## config.mk

```make
export PLATFORM = sky130hd
export DESIGN_NAME = single_step_next_pc_top
export DESIGN_NICKNAME = d
export VERILOG_FILES = /design/src/hw/rtl/ssnp_pkg.sv /design/src/hw/rtl/ssnp_regfile.sv /design/src/hw/rtl/ssnp_next.sv /design/src/hw/rtl/single_step_next_pc_top.sv
export SDC_FILE = /design/constraint.sdc
export NUM_CORES = 1
export LEC_CHECK = 0
export ABC_AREA = 1
export BUFFER_PORTS_ARGS = -buffer_cell sky130_fd_sc_hd__clkbuf_2
export CORE_MARGIN = 2
export CORE_UTILIZATION = 30
export DETAILED_ROUTE_END_ITERATION = 16
export HOLD_SLACK_MARGIN = 0.08
export PLACE_DENSITY = 0.55
export SLEW_MARGIN = 20
export SYNTH_ARGS = -nofsm -noshare
export SYNTH_HDL_FRONTEND = slang
export SYNTH_HIERARCHICAL = 1
export SYNTH_SLANG_ARGS = --single-unit
```

## constraint.sdc

```tcl
create_clock -name clk -period 8.25 [get_ports clk]
set_input_delay 2.0625 -clock clk [delete_from_list [all_inputs] [get_ports clk]]
set_output_delay 2.0625 -clock clk [all_outputs]
set_load 0.03 [all_outputs]
```

## src/hw/rtl/ssnp_pkg.sv

```systemverilog
package ssnp_pkg;

	// Register file geometry; the index width is fixed by the reg_index field.
	localparam int unsigned RF_DEPTH = 16;
	localparam int unsigned RF_AW    = 4;
	localparam int unsigned XLEN     = 32;

	// Input word layout on s_tdata, lowest field first, padded to whole bytes.
	localparam int unsigned IN_DATA_W  = 136;
	localparam int unsigned OUT_DATA_W = 32;

	// Item kinds carried in s_tuser.
	localparam logic ACT_WRITE   = 1'b0;
	localparam logic ACT_COMPUTE = 1'b1;

	// Register file write request.
	typedef struct packed {
		logic             en;
		logic [RF_AW-1:0] addr;
		logic [XLEN-1:0]  data;
	} rf_wr_t;

	// Register file read request, two ports.
	typedef struct packed {
		logic             en;
		logic [RF_AW-1:0] addr_a;
		logic [RF_AW-1:0] addr_b;
	} rf_rd_t;

endpackage

```

## src/hw/rtl/ssnp_regfile.sv

```systemverilog
module ssnp_regfile
	import ssnp_pkg::*;
(
	input  logic            clk,
	input  logic            arst_n,
	input  rf_wr_t          wr,
	input  rf_rd_t          rd,
	output logic [XLEN-1:0] rd_data_a,
	output logic [XLEN-1:0] rd_data_b
);

	logic [XLEN-1:0]     mem [RF_DEPTH];
	logic [RF_DEPTH-1:0] vld_q;
	logic [XLEN-1:0]     rd_a_q;
	logic [XLEN-1:0]     rd_b_q;

	// Storage array: one write port, no reset.
	always_ff @(posedge clk) begin
		if (wr.en) begin
			mem[wr.addr] <= wr.data;
		end
	end

	// Written flags; an entry not yet written reads as zero.
	always_ff @(posedge clk or negedge arst_n) begin
		if (!arst_n) begin
			vld_q <= '0;
		end else if (wr.en) begin
			vld_q[wr.addr] <= 1'b1;
		end
	end

	// Two registered read ports.
	always_ff @(posedge clk) begin
		if (rd.en) begin
			rd_a_q <= vld_q[rd.addr_a] ? mem[rd.addr_a] : '0;
			rd_b_q <= vld_q[rd.addr_b] ? mem[rd.addr_b] : '0;
		end
	end

	assign rd_data_a = rd_a_q;
	assign rd_data_b = rd_b_q;

endmodule

```

## src/hw/rtl/ssnp_next.sv

```systemverilog
module ssnp_next
	import ssnp_pkg::*;
(
	input  logic [XLEN-1:0] word,
	input  logic [XLEN-1:0] pc,
	input  logic            cond,
	input  logic [XLEN-1:0] ret_pc,
	input  logic [XLEN-1:0] reg_a,
	input  logic [XLEN-1:0] reg_b,
	output logic [XLEN-1:0] next_pc
);

	localparam logic [3:0] OP_S_BRANCH = 4'h7;
	localparam logic [3:0] OP_S_MISC   = 4'h1;
	localparam logic [3:0] OP2_S_RTE   = 4'h0;
	localparam logic [3:0] OP3_S_RTE   = 4'hd;
	localparam logic [3:0] OP3_S_JMP   = 4'hc;
	localparam logic [3:0] OP_L_BRANCH = 4'hf;
	localparam logic [3:0] OP_L_CMP    = 4'hb;

	localparam logic [3:0] SEL_NC0 = 4'h9;
	localparam logic [3:0] SEL_NC1 = 4'hd;
	localparam logic [3:0] SEL_C0  = 4'h8;
	localparam logic [3:0] SEL_C1  = 4'hc;
	localparam logic [3:0] SEL_AL0 = 4'he;
	localparam logic [3:0] SEL_AL1 = 4'hf;

	localparam logic [3:0] CMP_EQ  = 4'h0;
	localparam logic [3:0] CMP_NE  = 4'h1;
	localparam logic [3:0] CMP_EQZ = 4'h8;
	localparam logic [3:0] CMP_NEZ = 4'h9;
	localparam logic [3:0] CMP_LTZ = 4'ha;
	localparam logic [3:0] CMP_GEZ = 4'hb;
	localparam logic [3:0] CMP_LEZ = 4'hc;
	localparam logic [3:0] CMP_GTZ = 4'hd;

	// Condition rule shared by the short and long pc-relative branches.
	function automatic logic branch_taken(input logic [3:0] sel, input logic c);
		logic t;
		unique case (sel)
			SEL_NC0, SEL_NC1: t = !c;
			SEL_C0, SEL_C1:   t = c;
			SEL_AL0, SEL_AL1: t = 1'b1;
			default:          t = 1'b0;
		endcase
		return t;
	endfunction

	logic            is_long;
	logic [15:0]     hw;
	logic [3:0]      s_op, s_op2, s_op3, l_op, l_op2, l_sel;
	logic            b_neg, b_zero, cmp_take, jmp_take;
	logic [XLEN-1:0] base, addend, sum;
	logic            use_sum;

	// Halfword pick: an address with either low bit set uses the low half.
	always_comb begin
		is_long = word[31];
		hw      = (pc[1:0] != 2'b00) ? {1'b0, word[14:0]} : word[31:16];
		s_op    = hw[15:12];
		s_op2   = hw[11:8];
		s_op3   = hw[7:4];
		l_op    = word[31:28];
		l_op2   = word[27:24];
		l_sel   = word[23:20];
		b_neg   = reg_b[31];
		b_zero  = (reg_b == '0);
		jmp_take = ((s_op2 == SEL_C1) && cond) || ((s_op2 == SEL_NC1) && !cond) ||
			(s_op2 == SEL_AL0) || (s_op2 == SEL_AL1);
	end

	// Register compare for the long compare-and-branch form.
	always_comb begin
		unique case (l_sel)
			CMP_EQ:  cmp_take = (reg_a == reg_b);
			CMP_NE:  cmp_take = (reg_a != reg_b);
			CMP_EQZ: cmp_take = b_zero;
			CMP_NEZ: cmp_take = !b_zero;
			CMP_LTZ: cmp_take = b_neg;
			CMP_GEZ: cmp_take = !b_neg;
			CMP_LEZ: cmp_take = b_neg || b_zero;
			CMP_GTZ: cmp_take = !b_neg && !b_zero;
			default: cmp_take = 1'b0;
		endcase
	end

	// Decode into one add or a direct target.
	always_comb begin
		base    = pc;
		addend  = word[15] ? XLEN'(4) : XLEN'(2);
		use_sum = 1'b1;
		next_pc = '0;
		if (is_long) begin
			addend = XLEN'(4);
			if ((l_op == OP_L_BRANCH) && branch_taken(l_op2, cond)) begin
				base   = {pc[XLEN-1:2], 2'b00};
				addend = {{6{word[23]}}, word[23:0], 2'b00};
			end else if ((l_op == OP_L_CMP) && cmp_take) begin
				base   = {pc[XLEN-1:2], 2'b00};
				addend = {{14{word[15]}}, word[15:0], 2'b00};
			end
		end else begin
			if ((s_op == OP_S_BRANCH) && branch_taken(s_op2, cond)) begin
				base   = {pc[XLEN-1:2], 2'b00};
				addend = {{22{hw[7]}}, hw[7:0], 2'b00};
			end else if ((s_op == OP_S_MISC) && (s_op2 == OP2_S_RTE) &&
				(s_op3 == OP3_S_RTE)) begin
				use_sum = 1'b0;
				next_pc = ret_pc;
			end else if ((s_op == OP_S_MISC) && (s_op2 != OP2_S_RTE) &&
				(s_op3 == OP3_S_JMP) && jmp_take) begin
				use_sum = 1'b0;
				next_pc = reg_a;
			end
		end
		sum = base + addend;
		if (use_sum) begin
			next_pc = sum;
		end
	end

endmodule

```

## src/hw/rtl/single_step_next_pc_top.sv

```systemverilog
// Next-pc unit for single stepping a mixed 16/32-bit instruction stream.
// Input words arrive on s_tvalid/s_tready/s_tdata with the item kind on
// s_tuser[0]: a write word loads one of the 16 general registers, a compute
// word carries the fetched aligned instruction word, pc, condition bit and
// saved return pc. Each compute word gives one result word on m_tdata
// (next pc) with m_tuser[0] flagging a target with bit 31 set; write words
// give no result.
// A compute word reads its two register operands from the register file
// memory at the edge that accepts it; the next pc is formed from the
// registered read data and lands in the output register when the read stage
// advances. One word is accepted per cycle while the output register
// drains; the registered memory read and the single decode stage set
// that rate.
// Reset clears the written flags of the register file at once, so every
// register reads as zero with no clearing pass, and empties the pipeline.
// When the receiver stalls, the result holds in the output register, one
// more compute word waits in the read stage, and s_tready drops.
module single_step_next_pc_top
	import ssnp_pkg::*;
(
	input  logic                  clk,
	input  logic                  arst_n,
	input  logic                  s_tvalid,
	output logic                  s_tready,
	// reg_index[3:0], reg_value[35:4], instruction[67:36], pc[99:68],
	// cond_bit[100], return_pc[132:101], zero padding
	input  logic [IN_DATA_W-1:0]  s_tdata,
	// action[0]
	input  logic [0:0]            s_tuser,
	output logic                  m_tvalid,
	input  logic                  m_tready,
	// next_pc[31:0]
	output logic [OUT_DATA_W-1:0] m_tdata,
	// beyond_user[0]
	output logic [0:0]            m_tuser
);

	logic [RF_AW-1:0] in_reg_index;
	logic [XLEN-1:0]  in_reg_value, in_word, in_pc, in_ret;
	logic             in_cond, in_accept, s1_adv;
	logic [RF_AW-1:0] addr_a;
	rf_wr_t           rf_wr;
	rf_rd_t           rf_rd;
	logic [XLEN-1:0]  reg_a, reg_b, calc_pc;

	logic             vld_s1;
	logic [XLEN-1:0]  word_s1, pc_s1, ret_s1;
	logic             cond_s1;
	logic             out_vld_q;
	logic [XLEN-1:0]  out_pc_q;

	// Unpack the input word.
	assign in_reg_index = s_tdata[3:0];
	assign in_reg_value = s_tdata[35:4];
	assign in_word      = s_tdata[67:36];
	assign in_pc        = s_tdata[99:68];
	assign in_cond      = s_tdata[100];
	assign in_ret       = s_tdata[132:101];

	// Handshake: the read stage moves on whenever the output register is free.
	assign s1_adv    = vld_s1 && (!out_vld_q || m_tready);
	assign s_tready  = !vld_s1 || s1_adv;
	assign in_accept = s_tvalid && s_tready;

	// Operand A is the long form ra, or the register of a short jump in
	// whichever halfword the pc selects.
	always_comb begin
		if (in_word[31]) begin
			addr_a = in_word[27:24];
		end else if (in_pc[1:0] != 2'b00) begin
			addr_a = in_word[3:0];
		end else begin
			addr_a = in_word[19:16];
		end
		rf_wr.en     = in_accept && (s_tuser[0] == ACT_WRITE);
		rf_wr.addr   = in_reg_index;
		rf_wr.data   = in_reg_value;
		rf_rd.en     = in_accept && (s_tuser[0] == ACT_COMPUTE);
		rf_rd.addr_a = addr_a;
		rf_rd.addr_b = in_word[19:16];
	end

	ssnp_regfile u_regfile (
		.clk       (clk),
		.arst_n    (arst_n),
		.wr        (rf_wr),
		.rd        (rf_rd),
		.rd_data_a (reg_a),
		.rd_data_b (reg_b)
	);

	// Read stage control.
	always_ff @(posedge clk or negedge arst_n) begin
		if (!arst_n) begin
			vld_s1 <= 1'b0;
		end else if (rf_rd.en) begin
			vld_s1 <= 1'b1;
		end else if (s1_adv) begin
			vld_s1 <= 1'b0;
		end
	end

	// Read stage payload, captured alongside the register read.
	always_ff @(posedge clk) begin
		if (rf_rd.en) begin
			word_s1 <= in_word;
			pc_s1   <= in_pc;
			cond_s1 <= in_cond;
			ret_s1  <= in_ret;
		end
	end

	ssnp_next u_next (
		.word    (word_s1),
		.pc      (pc_s1),
		.cond    (cond_s1),
		.ret_pc  (ret_s1),
		.reg_a   (reg_a),
		.reg_b   (reg_b),
		.next_pc (calc_pc)
	);

	// Output register.
	always_ff @(posedge clk or negedge arst_n) begin
		if (!arst_n) begin
			out_vld_q <= 1'b0;
		end else if (s1_adv) begin
			out_vld_q <= 1'b1;
		end else if (m_tready) begin
			out_vld_q <= 1'b0;
		end
	end

	always_ff @(posedge clk) begin
		if (s1_adv) begin
			out_pc_q <= calc_pc;
		end
	end

	assign m_tvalid   = out_vld_q;
	assign m_tdata    = out_pc_q;
	assign m_tuser[0] = out_pc_q[31];

`ifndef ASSERT_OFF
	// A compute word in the read stage is not dropped while the output stalls.
	a_s1_hold: assert property (@(posedge clk) disable iff (!arst_n)
		vld_s1 && out_vld_q && !m_tready |=> vld_s1)
		else $error("read stage word lost under output stall");

	// A register write into an empty pipeline never makes a result.
	a_write_silent: assert property (@(posedge clk) disable iff (!arst_n)
		in_accept && (s_tuser[0] == ACT_WRITE) && !vld_s1 && !out_vld_q |=> !m_tvalid)
		else $error("register write produced a result");

	// The read stage is never overwritten while it still holds a word.
	a_no_overrun: assert property (@(posedge clk) disable iff (!arst_n)
		vld_s1 && !s1_adv |-> !s_tready)
		else $error("input accepted over a stalled read stage");
`endif

endmodule

```

==> results by group <==
Run status
  • Status: finished clean

Synthesis
  • Post-synth EDFFs: 705
  • Cell variety after synth: 55
  • Seq/Total Area, Yosys: about 57%
  • Area leader, netlist: edfxtp_1
  • Avg Inst Size Synth: about 8.6 um2
  • Synth top cells by count: nand2_1 (1,426), nand3_1 (969), edfxtp_1 (705)
  • Top-area cell type share of the netlist area: 55.4%
  • Top_reg_cell synth: edfxtp_1
  • Synth async-reset ratio: 2.49%
  • Yosys synthesis warning count: 6
  • Cell with the most instances after synthesis: nand2_1
  • Mapped cell area: 0.0382 mm2
  • Synthesized flop and latch total: a little over 700
  • Area contributors post-synth: edfxtp_1 (55%), nand2_1 (14%), nand3_1 (13%), inv_1 (6.9%), buf_2 (1.8%)
  • Syn_nets: 4,636
  • Post-Syn Instances: 4,464

Route
  • DRC: 0
  • Total vias in the final route: ~31,000
  • 1st-pass router iterations: 6
  • Post-DR wirelength/cell: 20.7 um
  • Post-route ant nets: 0
  • Drt via density: 5.03
  • Final WL: 129 mm
  • Iteration-0 DRC Markers: 3,368

Clock network
  • Total CTS buffers: 82
  • Post-cts resize count: 0
  • Clock-pin slew on the worst setup and hold paths: approximately 60 ps
  • Root Driver: clkbuf_16
  • Clock Tree Buf Depth: 3
  • TritonCTS Sinks: 723
  • CTS tree: done
  • Hold buffer count at cts: 0
  • Post-CTS setup buffers: 0
  • H-tree depth: 3
  • Clock Latency Late Sink: 660 ps

Timing
  • Hold Violations, Final: 0
  • Worst-Margin Slew: 1170 ps
  • Endpoints failing setup: 0
  • Hold WS: 470 ps
  • Fin crit period: 5500 ps
  • Fin crit share: 66.7%
  • RSZ-0062 raised after global routing: false
  • Pins Over Slew Limit: 0
  • Setup_tns: 0 ps
  • Worst clock skew: 32.9 ps
  • Max Clock Freq: 182 MHz
  • Fin worst setup slack: 2750 ps
  • Worst slew margin: ~22%

Die
  • Die Height: 361 um
  • Die area: 0.130 mm2
  • Core region area: 0.126 mm2
  • FP Rows: 130
  • I/O pins: 176
  • Die span in x: 361 um
  • Initial Utilization: a little under a third

Global route
  • Largest net degree at the start of global routing: 176
  • Vias in the first global route: ~30,000
  • Final global-route overflow total: 0
  • GRT Total Usage: 19.4%
  • Initial antenna violation count: 16
  • First-pass GRT wire length: 190 mm

Setup path
  • Buffers & Inverters on Critical Path: 2
  • Reg2reg start: pc_s1[1]$_DFFE_PP_
  • Top delay family on crit path: simple AND/OR/NAND/NOR gates
  • Slowest stage delay, CP: 570 ps
  • Critical path arrival: 5850 ps
  • Slowest cell on crit path: nor2_4
  • CP Class: flip-flop to flip-flop
  • Worst setup path start: pc_s1[1]$_DFFE_PP_
  • Critical Path Start Type: flip-flop
  • Most common cell type on the critical path: nand2_1
  • CP max FO: 20
  • CP Cell Sequence: nor2_4 -> inv_2 -> or2_1 -> o21ai_2 -> nand2_1 -> nand3_1 -> nand4_1 -> nor2_1 -> inv_1 -> nand2_1 -> nor2_1 -> ha_1 -> fa_1 -> nand2_1 -> a21oi_1 -> nand3_1 -> nand2_1 -> a21o_1 -> a21boi_0 -> o21ai_0 -> nand2_1 -> nand2_1 -> o21ai_0 -> o21ai_0
  • WP data required: 8600 ps
  • CP endpoint kind: flip-flop

Power and ir drop
  • VDD IR max: about 0.13 mV
  • Pleak: 19.0 nW
  • Pwr dens: approximately 200 mW/mm2
  • Design Power: 8.67 mW

Placement
  • DP HPWL: 72.3 mm
  • Placed cell count: approximately 6,000
  • Area after DPL: between 0.04 and 0.05 mm2
  • Port Buffers: 172
  • Pre-CTS setup slack: 2560 ps
  • Gpl congestion: 0.884

Cells and area
  • Multi-input logic area: 0.0129 mm2
  • Nets: 4,704
  • Non-filler cells, final: 6,249
  • Fill count: 12,800
  • Layout cell share with drive strength beyond 1: 8.55%
  • Final Core Density: 34.2%
  • Register area: 0.0216 mm2
  • Fin area: roughly 0.043 mm2
  • P&R area growth vs syn: 12.9%

Worst hold path
  • Hold Path Class: flip-flop to flip-flop
  • HP Start: u_regfile/vld_q[4]$_DFFE_PN0P_

Flow run
  • Max cap viols: 0
## power breakdown
group | internal [mW] | total, mW | switching, mW
registers | 4.13 | 4.18 | 0.0463
logic | 0.281 | 1.04 | 0.762
clock network | 1.95 | 3.45 | 1.50
## worst register-to-register path, cell delays in order, from the launching register on
cell and delay [ps]:
edfxtp_1 430, nor2_4 570, inv_2 190, or2_1 270, o21ai_2 110, nand2_1 80, nand3_1 150, nand4_1 150
nor2_1 280, inv_1 200, nand2_1 100, nor2_1 70, ha_1 270, fa_1 380, nand2_1 110, a21oi_1 110
nand3_1 90, nand2_1 210, a21o_1 270, a21boi_0 360, o21ai_0 240, nand2_1 140, nand2_1 70, o21ai_0 220
o21ai_0 150
## placed cells by master (no fill, tap or decap), types with 5 or more instances in the layout
| master | count |
|---|---|
| xor2_1 | 16 |
| a31oi_1 | 7 |
| clkbuf_1 | 25 |
| ha_1 | 30 |
| dfrtp_1 | 18 |
| nor3_1 | 19 |
| nor2_4 | 19 |
| clkinv_1 | 19 |
| xnor2_1 | 26 |
| buf_4 | 43 |
| nand3_1 | 969 |
| o21ai_2 | 7 |
| o21ai_1 | 10 |
| nand2_1 | 1422 |
| clkinv_2 | 11 |
| a21oi_1 | 59 |
| a21o_1 | 6 |
| nor2_1 | 76 |
| edfxtp_1 | 705 |
| nand4_1 | 5 |
| clkbuf_16 | 85 |
| buf_12 | 6 |
| o21ai_0 | 63 |
| clkbuf_2 | 169 |
| nand2_2 | 5 |
| inv_2 | 12 |
| inv_1 | 697 |
## state kept, by name, summed over array words and instances, names as in the netlist
register and flops:
m_tvalid 1, vld_s1 1, cond_s1 1, u_regfile/rd_data_b 32, pc_s1 32, ret_s1 32, m_tdata 32, word_s1 32
u_regfile/rd_data_a 32, u_regfile/vld_q 16, u_regfile/mem 512
## area by class of cell
cell class / count / area share, %
inverter: 715 / 6.28
sequential: 723 / 50.1
multi-input combinational: 2790 / 29.9
clock buffer: 110 / 5.15
antenna: 2 / 0.0116
clock inverter: 39 / 0.630
timing repair buffer: 220 / 3.08
tap: 1650 / 4.79
## cell families (layout without fill, tap and decap cells)
family / Yosys count / in the layout / synth area share [%]
AO/OA/AOI/OAI: 177 / 177 / 2.71
XOR/XNOR: 42 / 42 / 0.963
adder cells (fa/ha/maj): 31 / 31 / 1.03
buffers and inverters: 951 / 1084 / 10.1
flip-flops: 723 / 723 / 56.6
multiplexers: 4 / 4 / 0.105
other: 0 / 2 / 0
AND/OR/NAND/NOR: 2536 / 2536 / 28.5
## metal layers
layer / GRT usage, % / vias up / routed length, um
met1: 25.3 / 14900 / 53500
met2: 31.5 / 1528 / 59200
met4: 7.78 / 22 / 4880
met3: 3.84 / 313 / 11600
li1: - / 14700 / -
met5: 0 / - / 142
## worst paths after layout
path	slack [ps]	end	cells past startpoint
max in group asynchronous	6510	u_regfile/vld_q[5]$_DFFE_PN0P_	1
hold / removal	470	u_regfile/vld_q[4]$_DFFE_PN0P_	2
setup reg to reg	2750	m_tdata[21]$_DFFE_PP_	24
min in group asynchronous	1390	m_tvalid$_DFFE_PN0P_	1
setup / recovery	2750	m_tdata[21]$_DFFE_PP_	24
hold reg to reg	470	u_regfile/vld_q[4]$_DFFE_PN0P_	2
(Power assumes the default switching activity.)
